$ cat src/rtl/ctmw_pkg.sv
// Shared types and constants for the card information tuple walker.
// No dependencies; every other file in rtl/ imports this package.
package ctmw_pkg;

  // Address and field widths
  localparam int unsigned ADDR_W         = 17;
  localparam int unsigned MAX_TUPLES_DEF = 128;

  // Tuple codes and limits
  localparam logic [7:0] CODE_END        = 8'hFF;
  localparam logic [7:0] CODE_MANFID     = 8'h20;
  localparam logic [7:0] MANFID_MIN_LINK = 8'd4;

  // Input opcodes
  localparam logic OP_START = 1'b0;
  localparam logic OP_BYTE  = 1'b1;

  // Read status of a delivered byte
  localparam logic [1:0] RS_OK      = 2'd0;
  localparam logic [1:0] RS_TIMEOUT = 2'd1;

  // Result kinds
  localparam logic [1:0] KIND_READ    = 2'd0;
  localparam logic [1:0] KIND_DONE    = 2'd1;
  localparam logic [1:0] KIND_IGNORED = 2'd2;

  // Final walk status
  localparam logic [1:0] ST_OK      = 2'd0;
  localparam logic [1:0] ST_BAD_CIS = 2'd1;
  localparam logic [1:0] ST_TIMEOUT = 2'd2;
  localparam logic [1:0] ST_CRC     = 2'd3;

  // One input beat
  typedef struct packed {
    logic       opcode;
    logic [7:0] data_byte;
    logic [1:0] read_status;
  } in_beat_t;

  // One result beat
  typedef struct packed {
    logic [1:0]        result_kind;
    logic [ADDR_W-1:0] read_address;
    logic [1:0]        status;
    logic [15:0]       manufacturer_id;
    logic [15:0]       card_id;
  } result_t;

endpackage

$ cat src/rtl/ctmw_ifs.sv
// Channel interfaces for the tuple walker: input, result and config write.
// Depends on ctmw_pkg for the address width.

interface ctmw_in_if;
  logic       valid;
  logic       ready;
  logic       opcode;
  logic [7:0] data_byte;
  logic [1:0] read_status;

  modport source (output valid, output opcode, output data_byte,
                  output read_status, input ready);
  modport sink (input valid, input opcode, input data_byte,
                input read_status, output ready);
endinterface

interface ctmw_out_if;
  import ctmw_pkg::*;
  logic              valid;
  logic              ready;
  logic [1:0]        result_kind;
  logic [ADDR_W-1:0] read_address;
  logic [1:0]        status;
  logic [15:0]       manufacturer_id;
  logic [15:0]       card_id;

  modport source (output valid, output result_kind, output read_address,
                  output status, output manufacturer_id, output card_id,
                  input ready);
  modport sink (input valid, input result_kind, input read_address,
                input status, input manufacturer_id, input card_id,
                output ready);
endinterface

interface ctmw_cfg_if;
  import ctmw_pkg::*;
  logic              valid;
  logic              ready;
  logic [ADDR_W-1:0] data;

  modport source (output valid, output data, input ready);
  modport sink (input valid, input data, output ready);
endinterface

$ cat src/rtl/ctmw_walk_core.sv
// Walk state and next-step logic: one accepted beat in, one result out.
// Depends on ctmw_pkg for beat/result types and tuple constants.
module ctmw_walk_core #(
  parameter int unsigned MAX_TUPLES = ctmw_pkg::MAX_TUPLES_DEF
) (
  input  logic                          clk,
  input  logic                          rst_n,
  input  logic                          step,
  input  ctmw_pkg::in_beat_t            beat,
  input  logic [ctmw_pkg::ADDR_W-1:0]   cis_start,
  output ctmw_pkg::result_t             res
);
  import ctmw_pkg::*;

  localparam int unsigned CNT_W = $clog2(MAX_TUPLES + 1);

  typedef enum logic [1:0] {
    PH_IDLE,
    PH_CODE,
    PH_LINK,
    PH_BODY
  } phase_t;

  phase_t            phase_r, phase_nxt;
  logic [ADDR_W-1:0] tuple_r, tuple_nxt;
  logic [CNT_W-1:0]  seen_r, seen_nxt;
  logic [1:0]        idx_r, idx_nxt;
  logic [23:0]       id_r, id_nxt;

  logic [CNT_W-1:0]  seen_inc;
  logic [1:0]        idx_inc;

  assign seen_inc = seen_r + CNT_W'(1);
  assign idx_inc  = idx_r + 2'd1;

  // Next state and result for the beat on hand
  always_comb begin
    phase_nxt = phase_r;
    tuple_nxt = tuple_r;
    seen_nxt  = seen_r;
    idx_nxt   = idx_r;
    id_nxt    = id_r;
    res       = '0;

    if (beat.opcode == OP_START) begin
      if (cis_start == '0) begin
        phase_nxt       = PH_IDLE;
        res.result_kind = KIND_DONE;
        res.status      = ST_BAD_CIS;
      end else begin
        tuple_nxt        = cis_start;
        seen_nxt         = '0;
        idx_nxt          = 2'd0;
        id_nxt           = '0;
        phase_nxt        = PH_CODE;
        res.result_kind  = KIND_READ;
        res.read_address = cis_start;
      end
    end else if (phase_r == PH_IDLE) begin
      res.result_kind = KIND_IGNORED;
    end else if (beat.read_status != RS_OK) begin
      // failed read: timeout, anything else counts as crc
      phase_nxt       = PH_IDLE;
      res.result_kind = KIND_DONE;
      res.status      = (beat.read_status == RS_TIMEOUT) ? ST_TIMEOUT : ST_CRC;
    end else begin
      case (phase_r)
        PH_CODE: begin
          if (beat.data_byte == CODE_END) begin
            phase_nxt       = PH_IDLE;
            res.result_kind = KIND_DONE;
            res.status      = ST_BAD_CIS;
          end else begin
            id_nxt           = {16'd0, beat.data_byte};
            phase_nxt        = PH_LINK;
            res.result_kind  = KIND_READ;
            res.read_address = tuple_r + ADDR_W'(1);
          end
        end
        PH_LINK: begin
          if (id_r == {16'd0, CODE_MANFID}) begin
            if (beat.data_byte < MANFID_MIN_LINK) begin
              phase_nxt       = PH_IDLE;
              res.result_kind = KIND_DONE;
              res.status      = ST_BAD_CIS;
            end else begin
              id_nxt           = '0;
              idx_nxt          = 2'd0;
              phase_nxt        = PH_BODY;
              res.result_kind  = KIND_READ;
              res.read_address = tuple_r + ADDR_W'(2);
            end
          end else begin
            // skip this tuple: code, link and body
            tuple_nxt = tuple_r + ADDR_W'(2) + ADDR_W'(beat.data_byte);
            seen_nxt  = seen_inc;
            if (seen_inc >= CNT_W'(MAX_TUPLES)) begin
              phase_nxt       = PH_IDLE;
              res.result_kind = KIND_DONE;
              res.status      = ST_BAD_CIS;
            end else begin
              phase_nxt        = PH_CODE;
              res.result_kind  = KIND_READ;
              res.read_address = tuple_nxt;
            end
          end
        end
        PH_BODY: begin
          if (idx_r != 2'd3) begin
            case (idx_r)
              2'd0:    id_nxt[7:0]   = id_r[7:0]   | beat.data_byte;
              2'd1:    id_nxt[15:8]  = id_r[15:8]  | beat.data_byte;
              default: id_nxt[23:16] = id_r[23:16] | beat.data_byte;
            endcase
            idx_nxt          = idx_inc;
            res.result_kind  = KIND_READ;
            res.read_address = tuple_r + ADDR_W'(2) + ADDR_W'(idx_inc);
          end else begin
            phase_nxt           = PH_IDLE;
            res.result_kind     = KIND_DONE;
            res.status          = ST_OK;
            res.manufacturer_id = id_r[15:0];
            res.card_id         = {beat.data_byte, id_r[23:16]};
          end
        end
        default: begin
          phase_nxt = PH_IDLE;
        end
      endcase
    end
  end

  // State registers, advanced once per accepted beat
  always_ff @(posedge clk) begin
    if (!rst_n) begin
      phase_r <= PH_IDLE;
      tuple_r <= '0;
      seen_r  <= '0;
      idx_r   <= 2'd0;
      id_r    <= '0;
    end else if (step) begin
      phase_r <= phase_nxt;
      tuple_r <= tuple_nxt;
      seen_r  <= seen_nxt;
      idx_r   <= idx_nxt;
      id_r    <= id_nxt;
    end
  end

endmodule

$ cat src/rtl/ctmw_out_stage.sv
// Result register with valid flag, holding a beat until the sink takes it.
// Depends on ctmw_pkg for the result type.
module ctmw_out_stage (
  input  logic              clk,
  input  logic              rst_n,
  input  logic              load,
  input  ctmw_pkg::result_t res_in,
  input  logic              take,
  output logic              valid,
  output ctmw_pkg::result_t res_q
);
  import ctmw_pkg::*;

  logic    valid_r;
  result_t res_r;

  // Valid flag: set on load, cleared once taken
  always_ff @(posedge clk) begin
    if (!rst_n) begin
      valid_r <= 1'b0;
    end else if (load) begin
      valid_r <= 1'b1;
    end else if (take) begin
      valid_r <= 1'b0;
    end
  end

  // Payload, no reset
  always_ff @(posedge clk) begin
    if (load) begin
      res_r <= res_in;
    end
  end

  assign valid = valid_r;
  assign res_q = res_r;

endmodule

$ cat src/rtl/cis_tuple_manufacturer_walk.sv
// Card information tuple walker: finds the manufacturer-ID tuple.
// An accepted input beat's result beat is registered and valid in the next cycle.
// Throughput: one beat per cycle; the next-step logic sits between the walk
// state and the result register, and input is taken whenever that register
// is empty or being emptied. Synchronous active-low reset clears the walk to
// idle, cis_start to zero and the result register to empty.
module cis_tuple_manufacturer_walk #(
  parameter int unsigned MAX_TUPLES = ctmw_pkg::MAX_TUPLES_DEF
) (
  input logic        clk,
  input logic        rst_n,
  ctmw_in_if.sink    in_if,
  ctmw_out_if.source out_if,
  ctmw_cfg_if.sink   cfg_if
);
  import ctmw_pkg::*;

  logic              in_fire;
  logic              out_valid;
  logic [ADDR_W-1:0] cis_start_r;
  in_beat_t          beat;
  result_t           step_res;
  result_t           res_q;

  // Configuration register
  assign cfg_if.ready = 1'b1;

  always_ff @(posedge clk) begin
    if (!rst_n) begin
      cis_start_r <= '0;
    end else if (cfg_if.valid) begin
      cis_start_r <= cfg_if.data;
    end
  end

  // Input handshake
  assign in_if.ready = !out_valid || out_if.ready;
  assign in_fire     = in_if.valid && in_if.ready;

  assign beat.opcode      = in_if.opcode;
  assign beat.data_byte   = in_if.data_byte;
  assign beat.read_status = in_if.read_status;

  ctmw_walk_core #(
    .MAX_TUPLES (MAX_TUPLES)
  ) u_core (
    .clk       (clk),
    .rst_n     (rst_n),
    .step      (in_fire),
    .beat      (beat),
    .cis_start (cis_start_r),
    .res       (step_res)
  );

  ctmw_out_stage u_out (
    .clk    (clk),
    .rst_n  (rst_n),
    .load   (in_fire),
    .res_in (step_res),
    .take   (out_if.ready),
    .valid  (out_valid),
    .res_q  (res_q)
  );

  // Result channel
  assign out_if.valid           = out_valid;
  assign out_if.result_kind     = res_q.result_kind;
  assign out_if.read_address    = res_q.read_address;
  assign out_if.status          = res_q.status;
  assign out_if.manufacturer_id = res_q.manufacturer_id;
  assign out_if.card_id         = res_q.card_id;

  // Every accepted beat shows a result in the next cycle
  a_fire_gives_result: assert property (@(posedge clk) disable iff (!rst_n)
    in_fire |=> out_if.valid)
    else $error("accepted beat produced no result");

  // Input stalls only behind a waiting result
  a_stall_cause: assert property (@(posedge clk) disable iff (!rst_n)
    !in_if.ready |-> (out_if.valid && !out_if.ready))
    else $error("input stalled without a waiting result");

  // Only read requests carry an address
  a_addr_only_on_read: assert property (@(posedge clk) disable iff (!rst_n)
    (out_if.valid && out_if.result_kind != KIND_READ) |-> out_if.read_address == '0)
    else $error("address on a non-read result");

  // IDs appear only on a successful finish
  a_ids_only_on_ok: assert property (@(posedge clk) disable iff (!rst_n)
    (out_if.valid && (out_if.result_kind != KIND_DONE || out_if.status != ST_OK))
      |-> (out_if.manufacturer_id == '0 && out_if.card_id == '0))
    else $error("IDs on a result that is not a successful finish");

endmodule

$ cat src/flat_wrapper.sv
// flat-port wrapper written by rule: the top's interface ports become plain ports
module cis_tuple_manufacturer_walk_flat import ctmw_pkg::*;
#(
  parameter int unsigned MAX_TUPLES = ctmw_pkg::MAX_TUPLES_DEF
)
  (clk, rst_n, in_if_valid, in_if_opcode, in_if_data_byte, in_if_read_status, in_if_ready, out_if_valid, out_if_result_kind, out_if_read_address, out_if_status, out_if_manufacturer_id, out_if_card_id, out_if_ready, cfg_if_valid, cfg_if_data, cfg_if_ready);
  ctmw_in_if in_if_i ();
  ctmw_out_if out_if_i ();
  ctmw_cfg_if cfg_if_i ();
  input logic clk;
  input logic rst_n;
  input wire logic [$bits(in_if_i.valid)-1:0] in_if_valid;
  input wire logic [$bits(in_if_i.opcode)-1:0] in_if_opcode;
  input wire logic [$bits(in_if_i.data_byte)-1:0] in_if_data_byte;
  input wire logic [$bits(in_if_i.read_status)-1:0] in_if_read_status;
  output wire logic [$bits(in_if_i.ready)-1:0] in_if_ready;
  output wire logic [$bits(out_if_i.valid)-1:0] out_if_valid;
  output wire logic [$bits(out_if_i.result_kind)-1:0] out_if_result_kind;
  output wire logic [$bits(out_if_i.read_address)-1:0] out_if_read_address;
  output wire logic [$bits(out_if_i.status)-1:0] out_if_status;
  output wire logic [$bits(out_if_i.manufacturer_id)-1:0] out_if_manufacturer_id;
  output wire logic [$bits(out_if_i.card_id)-1:0] out_if_card_id;
  input wire logic [$bits(out_if_i.ready)-1:0] out_if_ready;
  input wire logic [$bits(cfg_if_i.valid)-1:0] cfg_if_valid;
  input wire logic [$bits(cfg_if_i.data)-1:0] cfg_if_data;
  output wire logic [$bits(cfg_if_i.ready)-1:0] cfg_if_ready;
  assign in_if_i.valid = in_if_valid;
  assign in_if_i.opcode = in_if_opcode;
  assign in_if_i.data_byte = in_if_data_byte;
  assign in_if_i.read_status = in_if_read_status;
  assign in_if_ready = in_if_i.ready;
  assign out_if_valid = out_if_i.valid;
  assign out_if_result_kind = out_if_i.result_kind;
  assign out_if_read_address = out_if_i.read_address;
  assign out_if_status = out_if_i.status;
  assign out_if_manufacturer_id = out_if_i.manufacturer_id;
  assign out_if_card_id = out_if_i.card_id;
  assign out_if_i.ready = out_if_ready;
  assign cfg_if_i.valid = cfg_if_valid;
  assign cfg_if_i.data = cfg_if_data;
  assign cfg_if_ready = cfg_if_i.ready;
  cis_tuple_manufacturer_walk #(.MAX_TUPLES(MAX_TUPLES)) u_core (.clk(clk), .rst_n(rst_n), .in_if(in_if_i), .out_if(out_if_i), .cfg_if(cfg_if_i));
endmodule
$ cat config.mk
export PLATFORM = sky130hd
export DESIGN_NAME = cis_tuple_manufacturer_walk_flat
export DESIGN_NICKNAME = d
export VERILOG_FILES = /design/src/rtl/ctmw_pkg.sv /design/src/rtl/ctmw_ifs.sv /design/src/rtl/ctmw_walk_core.sv /design/src/rtl/ctmw_out_stage.sv /design/src/rtl/cis_tuple_manufacturer_walk.sv /design/src/flat_wrapper.sv
export SDC_FILE = /design/constraint.sdc
export NUM_CORES = 1
export LEC_CHECK = 0
export BUFFER_PORTS_ARGS = -buffer_cell sky130_fd_sc_hd__buf_4
export CORE_MARGIN = 4
export CORE_UTILIZATION = 64
export DETAILED_ROUTE_END_ITERATION = 6
export PLACE_DENSITY = 0.89
export SYNTH_ARGS = -nofsm -noshare
export SYNTH_HDL_FRONTEND = slang
export SYNTH_HIERARCHICAL = 1
export SYNTH_SLANG_ARGS = --single-unit
$ cat constraint.sdc
create_clock -name clk -period 5.4 [get_ports clk]
set_input_delay 1.08 -clock clk [delete_from_list [all_inputs] [get_ports clk]]
set_output_delay 1.08 -clock clk [all_outputs]
set_load 0.05 [all_outputs]
==> flow_metrics.tcl, run 1 <==
set metrics [dict create \
    route.detailed.drc 0 \
    hold_class "reg -> reg" \
    dp_slack_ns 1.183 \
    leakage_nw 3.389 \
    fin_util 0.7613 \
    maxCapViolCount 0 \
    cts.clk_slew.worst_paths_ns 0.06 \
    wirelength_um 22640 \
    dr_total_vias 6888 \
    nFillCells 768 \
    ff_latch_area_um2 3013 \
    core_um2 11420 \
    track_usage 0.3447 \
    finalPower_w 0.002574 \
    ios 89 \
    min_to "u_core/u_core/id_r[5]" \
    wl_per_cell_um 22.68 \
    cts_tree "done" \
    yosysSeqAreaShare 0.4046 \
    drtAntennaViolNets 0 \
    vdd.ir_drop.worst_v 0.0002902 \
    ctsResizeCount 0 \
    ctsRootBufferMaster "clkbuf_16" \
    syn_nets 836 \
    drt-initial-drc-count 895 \
    grt_max_degree 46 \
    holdCritStartpoint "u_core/u_core/id_r[5]" \
    dieArea_um2 13430 \
    multi_input_area_um2 4161 \
    critical_path.max_fanout 14 \
    synth_area_um2 7447 \
    ys_types 84 \
    drive_gt1_frac 0.1766 \
    post-dp-hpwl_um 15580 \
    fin_nets 900 \
    cts_hold_buf 0 \
    setup_tns_ns 0 \
    p_per_area_nw_per_um2 296.1 \
    yosys_warnings 6 \
    cts_sinks 124 \
    setup_viol 0 \
    placement_rows 39 \
    htree_levels 4 \
    worst_slack_ns 1.285 \
    crit_arrival_ns 4.26 \
    hold_path_depth 1 \
    synth_cells 778 \
    cts_made_buffers 17 \
    diodes 0 \
    crit_required_ns 5.54 \
    syn_to_final_growth_pct 16.73 \
    grt_overflow 0 \
    ys.flop_type "dfxtp_1" \
    drt_pass1_iterations 6 \
    status "completed" \
    clk_latency_ns 0.43 \
    ys_async_sr_fraction 0 \
    antenna_found_initial 0 \
    cts.path.max_buffers 2 \
    slew_headroom 0.1951 \
    critPathKind "reg -> reg" \
    cts_setup_buffers 0 \
    worst_clock_skew_ns 0.009014 \
    period_needed_ns 4.115 \
    max_slew.worst_pin.slew_ns 1.177 \
    final-hold-violation-count 0 \
    postSynthAreaPerCell_um2 9.572 \
    start_util 0.6522 \
    fmax_ghz 0.2430 \
    rsz0062_at_grt "false" \
    dieWidth_um 115.9 \
    ys_seq_elements 124 \
    gp_congestion 0.9569 \
    grt_pass1_wl_um 35690 \
    synth-edff-count 53 \
    whs_ns 0.5295 \
    slew_violations 0 \
    critical_path.reg2reg.endpoint "u_core/u_out/res_q[44]" \
    grt_pass1_vias 6584 \
    reg2reg_depth 10 \
    cp-end-kind "register" \
    routed_via_density 6.902 \
    r2r-start "u_core/u_core/tuple_r[1]" \
    portBuffers 87 \
    reg2reg_slack_ns 1.28 \
    cp-start-kind "register" \
    die_h_um 115.9 \
    min_period_over_period 0.7621 \
]
==> layout by cell type, fill, tap and decap left out, types with 13 or more instances in the layout <==
master,instances
ha_1,23
nand2_1,47
inv_1,18
mux2i_1,26
clkbuf_16,19
buf_4,93
and3_1,13
nor4_1,14
xnor2_1,28
a31oi_1,27
o21ai_0,33
and2_1,36
a21oi_1,25
dfxtp_1,71
o211ai_1,13
nand3_1,20
edfxtp_1,53
xor2_1,17
nor2_1,34
nor2b_1,47
==> worst max path at each step <==
stage / from / endpoint / slack, ns / depth (start not counted)
after floorplan: out_if_ready / u_core/u_core/tuple_r[14] / 0.93 / 7
after global placement: in_if_data_byte[0] / u_core/u_out/res_q[48] / 1.38 / 10
after detailed placement: in_if_data_byte[0] / u_core/u_out/res_q[48] / 1.18 / 10
after CTS: u_core/u_core/tuple_r[1] / u_core/u_out/res_q[44] / 1.44 / 10
after global routing: u_core/u_core/tuple_r[1] / u_core/u_out/res_q[44] / 1.02 / 10
final: u_core/u_core/tuple_r[1] / u_core/u_out/res_q[44] / 1.28 / 10
==> cell families (layout without fill, tap and decap cells) <==
logic type                 after synthesis  in the layout  share of synthesized area
AOI/OAI and AO/OA                      201            201                     0.1949
xor gates and xnor gates                46             46                    0.05511
adders and majority gates               25             25                    0.04402
buffers and inverters                   66            143                    0.03915
DFF                                    124            124                     0.4046
muxes                                   26             26                    0.03495
other                                    1              1                  0.0005035
and+or+nand+nor                        289            289                     0.2268
==> cells in the mapped netlist (all sizes together), types with 6 or more instances <==
library cell	number	area share
nand2b	9	0.0076
nand2	47	0.024
a21oi	25	0.017
buf	21	0.016
and2	37	0.031
a21boi	7	0.0071
and3	13	0.011
nand4	13	0.014
o22ai	7	0.0059
xor2	17	0.020
dfxtp	71	0.19
a31oi	27	0.023
or2	6	0.0050
and4	7	0.0082
a21o	6	0.0060
o211ai	13	0.013
clkbuf	27	0.014
o21ai	34	0.023
o211a	8	0.011
xnor2	29	0.035
inv	18	0.0091
edfxtp	53	0.21
nor3	13	0.0087
nor4	16	0.016
o221ai	6	0.0071
nand3	23	0.017
mux2i	26	0.035
ha	23	0.039
a211oi	6	0.0074
nor2b	48	0.041
nor2	35	0.019
a22o	9	0.011
==> worst max-delay path, stage by stage, from the launching register on <==
cell,delay [ns]
dfxtp_1,0.62
ha_1,0.37
nand3_2,0.25
xnor2_1,0.29
ha_1,0.31
o21a_1,0.13
a2111oi_0,1.03
nor4_1,0.20
xnor2_1,0.22
a221oi_1,0.34
a21oi_1,0.08
==> metrics by stage <==
| stage | cells | instance area [um^2] |
|---|---|---|
| after detailed placement | 966 | 8119 |
| after floorplan | 778 | 7447 |
| after CTS | 998 | 8693 |
| after global placement | 966 | 8119 |
| after global routing | 998 | 8693 |
| final | 998 | 8693 |
==> sequential cells by signal, indices dropped and copies added, names as in the netlist <==
name                   count
u_core/cis_start_r        17
u_core/u_core/id_r        24
u_core/u_core/idx_r        2
u_core/u_core/phase_r      2
u_core/u_core/seen_r       8
u_core/u_core/tuple_r     17
u_core/u_out/res_q        53
u_core/u_out/valid         1
==> cell type report <==
class / instances / share of cell area
multi-input combinational: 588 / 0.4787
sequential: 124 / 0.3466
timing repair buffer: 93 / 0.08031
clock buffer: 23 / 0.05642
tap: 143 / 0.02058
clock inverter: 9 / 0.009643
inverter: 18 / 0.007772
==> where the power goes <==
group          switching [W]  internal (W)
logic               0.000258      0.000133
registers          0.0000468       0.00102
clock network       0.000425      0.000688
total               0.000730       0.00184
==> layer usage <==
metal | up-vias | global-route usage | routed length, um
met5 | - | 0 | 0
met4 | 0 | 0.1748 | 1068
met3 | 101 | 0.07258 | 2127
met2 | 463 | 0.5600 | 10710
met1 | 3265 | 0.4356 | 8732
li1 | 3059 | - | -
No activity file was read; power rests on OpenSTA's default activity.
==> inputs of run 2 (changes only) <==
- CORE_UTILIZATION: 64 -> 53
- PLACE_DENSITY: 0.89 -> 0.79
- clock period: 5.4 -> 3.6 ns (I/O delays scaled with it)
==> flow_metrics.tcl, run 2 (same netlist as run 1, synthesis figures left out) <==
set metrics [dict create \
    dr_total_vias 6644 \
    wirelength_um 21110 \
    final_common_cell "buf_4" \
    period_needed_ns 3.335 \
    cts_setup_buffers 0 \
    cts_sinks 124 \
    slew_headroom 0.4170 \
    crit_required_ns 3.77 \
    min_period_over_period 0.9263 \
    drt_pass1_iterations 7 \
    grt_overflow 0 \
    antenna_found_initial 0 \
    largest_reg_flops 53 \
    hold_class "reg -> reg" \
    core_um2 13830 \
    drive_gt1_frac 0.1961 \
    status "complete, but fails checks" \
    maxCapViolCount 0 \
    path_cells "ha_1, nand3_2, xnor2_1, ha_1, o21a_1, a2111oi_0, buf_4, or2_2, o32ai_1, a222oi_1, nand2_1" \
    cts_tree "done" \
    critPathSlowestCell "a2111oi_0" \
    drt-initial-drc-count 891 \
    ctsRootBufferMaster "clkbuf_16" \
    final_cell_mix "buf_4 (109), dfxtp_1 (69), edfxtp_1 (53)" \
    critical_path.max_fanout 14 \
    reg2reg_depth 11 \
    track_usage 0.2592 \
    placement_rows 43 \
    setup_viol 0 \
    worst_slack_ns 0.2653 \
    critPathMostFrequentCell "ha_1" \
    cts_made_buffers 17 \
    grt_pass1_vias 6217 \
    slew_violations 0 \
    routed_via_density 6.316 \
    dp_slack_ns 0.2192 \
    start_util 0.5386 \
    grt_max_degree 46 \
    cp_slowest_stage_delay_ns 0.52 \
    nFillCells 1103 \
    max_slew.worst_pin.slew_ns 0.8727 \
    die_h_um 126.5 \
    fin_util 0.6414 \
    vdd.ir_drop.worst_v 0.0003560 \
    drtAntennaViolNets 0 \
    wl_per_cell_um 20.07 \
    fin_nets 917 \
    leakage_nw 3.460 \
    failed_checks "design-rule violations" \
    cp-start-kind "register" \
    critPathKind "reg -> reg" \
    route.detailed.drc 1 \
    hold_path_depth 2 \
    cp-end-kind "register" \
    rsz0062_at_grt "false" \
    dieWidth_um 126.5 \
    grt_pass1_wl_um 32990 \
    p_per_area_nw_per_um2 433.0 \
    post-dp-hpwl_um 14520 \
    syn_to_final_growth_pct 19.09 \
    cts.path.max_buffers 2 \
    ios 89 \
    cts.clk_slew.worst_paths_ns 0.06 \
    final-hold-violation-count 0 \
    worst_clock_skew_ns 0.008445 \
    portBuffers 87 \
    clk_latency_ns 0.42 \
    gp_congestion 0.9530 \
    dieArea_um2 16010 \
    crit_arrival_ns 3.51 \
    setup_tns_ns 0 \
    diodes 0 \
    htree_levels 4 \
    fmax_ghz 0.2999 \
]
run 2: timing repair:
item	in CTS	in global routing
hold buffers	0	0
resized for setup	0	3
endpoints found under the setup margin	0	5
run 2: layer usage:
layer  vias up  wire [um]  share of wire  track usage
li1       3086          -              -            -
met1      3107       8749           0.41       0.3510
met2       394       9589           0.45       0.4054
met3        57       2119           0.10      0.05853
met4         0        652          0.031       0.1009
met5         -          0              0            0
run 2: critical path: cells and delay by family (launching register included):
kind	cells	cell delay, ns
compound gates	4	1.04
simple gates	3	0.39
fa+ha+maj	2	0.68
xor+xnor	1	0.28
flops	1	0.46
buf+inv	1	0.22
run 2: through the flow:
stage	power, W	instances	hold WS, ns	area (um^2)
6_report	0.003840	1052	0.5108	8869
5_1_grt	0.003963	1052	0.5251	8869
4_1_cts	0.003835	1052	0.5162	8860
3_5_place_dp	0.002204	1020	0.4939	8295
3_3_place_gp	0.002198	1020	0.4755	8295
2_1_floorplan	0.002011	778	0.4567	7448
run 2: power breakdown:
part | switching, W | internal [W]
Sequential | 0.0000523 | 0.00153
Clock | 0.000683 | 0.000963
Combinational | 0.000395 | 0.000213
run 2: area by class of cell:
class                   count  area [um^2]  area share
clock buffers              18        429.2     0.04839
clock inverters            14        135.1     0.01524
inverters                  18        67.56    0.007619
multi-input cells         588         4158      0.4688
flip-flops and latches    124         3015      0.3400
well taps                 180        225.2     0.02540
repair buffers            110        838.3     0.09453
run 2: final timing paths:
path                                  to                      from  slack [ns]
setup reg to reg  u_core/u_out/res_q[48]  u_core/u_core/tuple_r[2]        0.27
setup / recovery  u_core/u_out/res_q[48]  u_core/u_core/tuple_r[2]        0.27
hold / removal    u_core/u_core/id_r[22]    u_core/u_core/id_r[22]        0.51
hold reg to reg   u_core/u_core/id_r[22]    u_core/u_core/id_r[22]        0.51
==> inputs of run 3 (changes only) <==
- GPL_TIMING_DRIVEN: default -> 0
- SLEW_MARGIN: default -> 20
==> flow_metrics.tcl, run 3 (same netlist as run 1, synthesis figures left out) <==
set metrics [dict create \
    routed_via_density 6.385 \
    whs_ns 0.5081 \
    critPathKind "reg -> reg" \
    leakage_nw 3.451 \
    cts_made_buffers 17 \
    min_period_over_period 0.9491 \
    largest_reg_flops 53 \
    grt_overflow 0 \
    rsz0062_at_grt "true" \
    cts.path.max_buffers 2 \
    place_area_um2 8327 \
    antenna_found_initial 0 \
    finalPower_w 0.003883 \
    worst_slack_ns 0.1831 \
    dr_total_vias 6858 \
    fmax_ghz 0.2927 \
    reg2reg_slack_ns 0.18 \
    vdd.ir_drop.worst_v 0.0003310 \
    ctsRootBufferMaster "clkbuf_16" \
    fin_util 0.6465 \
    wirelength_um 22470 \
    maxCapViolCount 0 \
    drt_pass1_iterations 7 \
    path_cells "ha_2, and3_1, and3_1, xnor2_1, ha_2, a2111oi_4, or2_2, o311ai_0, a21boi_0, a32oi_1" \
    grt_pass1_wl_um 35200 \
    route.detailed.drc 0 \
    core_um2 13830 \
    grt_pass1_vias 6351 \
    drtAntennaViolNets 0 \
    cts_hold_buf 0 \
    hold_class "reg -> reg" \
    dp_slack_ns -0.3968 \
    placement_rows 43 \
    drive_gt1_frac 0.1834 \
    final_cell_mix "buf_4 (89), dfxtp_1 (71), edfxtp_1 (53)" \
    slew_violations 0 \
    gp_congestion 0.9866 \
    diodes 0 \
    crit_required_ns 3.75 \
    die_h_um 126.5 \
    cts.clk_slew.worst_paths_ns 0.06 \
    dieArea_um2 16010 \
    cp-start-kind "register" \
    grt_max_degree 58 \
    portBuffers 86 \
    start_util 0.5386 \
    wl_per_cell_um 20.92 \
    cts_sinks 124 \
    worst_clock_skew_ns 0.006729 \
    dieWidth_um 126.5 \
    max_slew.worst_pin.slew_ns 1.003 \
    cts_tree "done" \
    final-hold-violation-count 0 \
    setup_viol 0 \
    critPathSlowestCell "dfxtp_1" \
    drt-initial-drc-count 1056 \
    p_per_area_nw_per_um2 434.3 \
    cp-end-kind "register" \
    crit_arrival_ns 3.56 \
    critical_path.max_fanout 8 \
    period_needed_ns 3.417 \
    final_common_cell "buf_4" \
    design_area_um2 8940 \
    htree_levels 4 \
    clk_latency_ns 0.43 \
    syn_to_final_growth_pct 20.04 \
    status "completed" \
    fin_nets 939 \
    ios 89 \
    post-dp-hpwl_um 16070 \
    track_usage 0.2811 \
    cp_slowest_stage_delay_ns 0.45 \
    slew_headroom 0.3271 \
]
-- run 3: layer usage --
layer  vias up  track usage  wire length [um]
met5         -            0                 0
met4         0       0.1047               623
met3        64      0.07411              2126
met2       377       0.4293             10350
met1      3285       0.3848              9362
li1       3132            -                 -
-- run 3: power by group --
group | internal, W | switching (W)
Clock | 0.000982 | 0.000686
Sequential | 0.00153 | 0.0000475
Combinational | 0.000216 | 0.000419
Total | 0.00273 | 0.00115
-- run 3: per-stage QoR --
stage / cells / TNS (ns)
6_report: 1074 / 0
5_1_grt: 1074 / -0.07616
4_1_cts: 1076 / 0
3_5_place_dp: 1044 / -1.984
3_3_place_gp: 1044 / -13.53
2_1_floorplan: 778 / 0
-- run 3: layout make-up --
class	count	area [um^2]
multi-input cells	588	4193
clock inverters	13	130.1
repair buffers	86	645.6
well taps	180	225.2
fillers	1131	4887
inverters	18	67.56
plain buffers	46	222.7
clock buffers	19	442.9
flip-flops and latches	124	3013
-- run 3: worst paths after layout --
kind	start	to	depth (start not counted)
hold reg to reg	u_core/u_core/id_r[1]	u_core/u_core/id_r[1]	1
setup / recovery	u_core/u_core/tuple_r[2]	u_core/u_out/res_q[50]	10
setup reg to reg	u_core/u_core/tuple_r[2]	u_core/u_out/res_q[50]	10
hold / removal	u_core/u_core/id_r[1]	u_core/u_core/id_r[1]	1
-- run 3: what timing repair did --
| action | in CTS | in global routing |
|---|---|---|
| gates resized for setup | 2 | 8 |
| endpoints found under the setup margin | 8 | 15 |
| buffers inserted | 0 | 0 |
| pin swaps | 0 | 0 |
-- run 3: worst max-delay path: cells and delay by family (launching register included) --
family / cells / cell delay (ns)
and+or+nand+nor: 3 / 1.04
adders and majority gates: 2 / 0.67
xor gates and xnor gates: 1 / 0.25
DFF: 1 / 0.45
AOI/OAI and AO/OA: 4 / 0.73
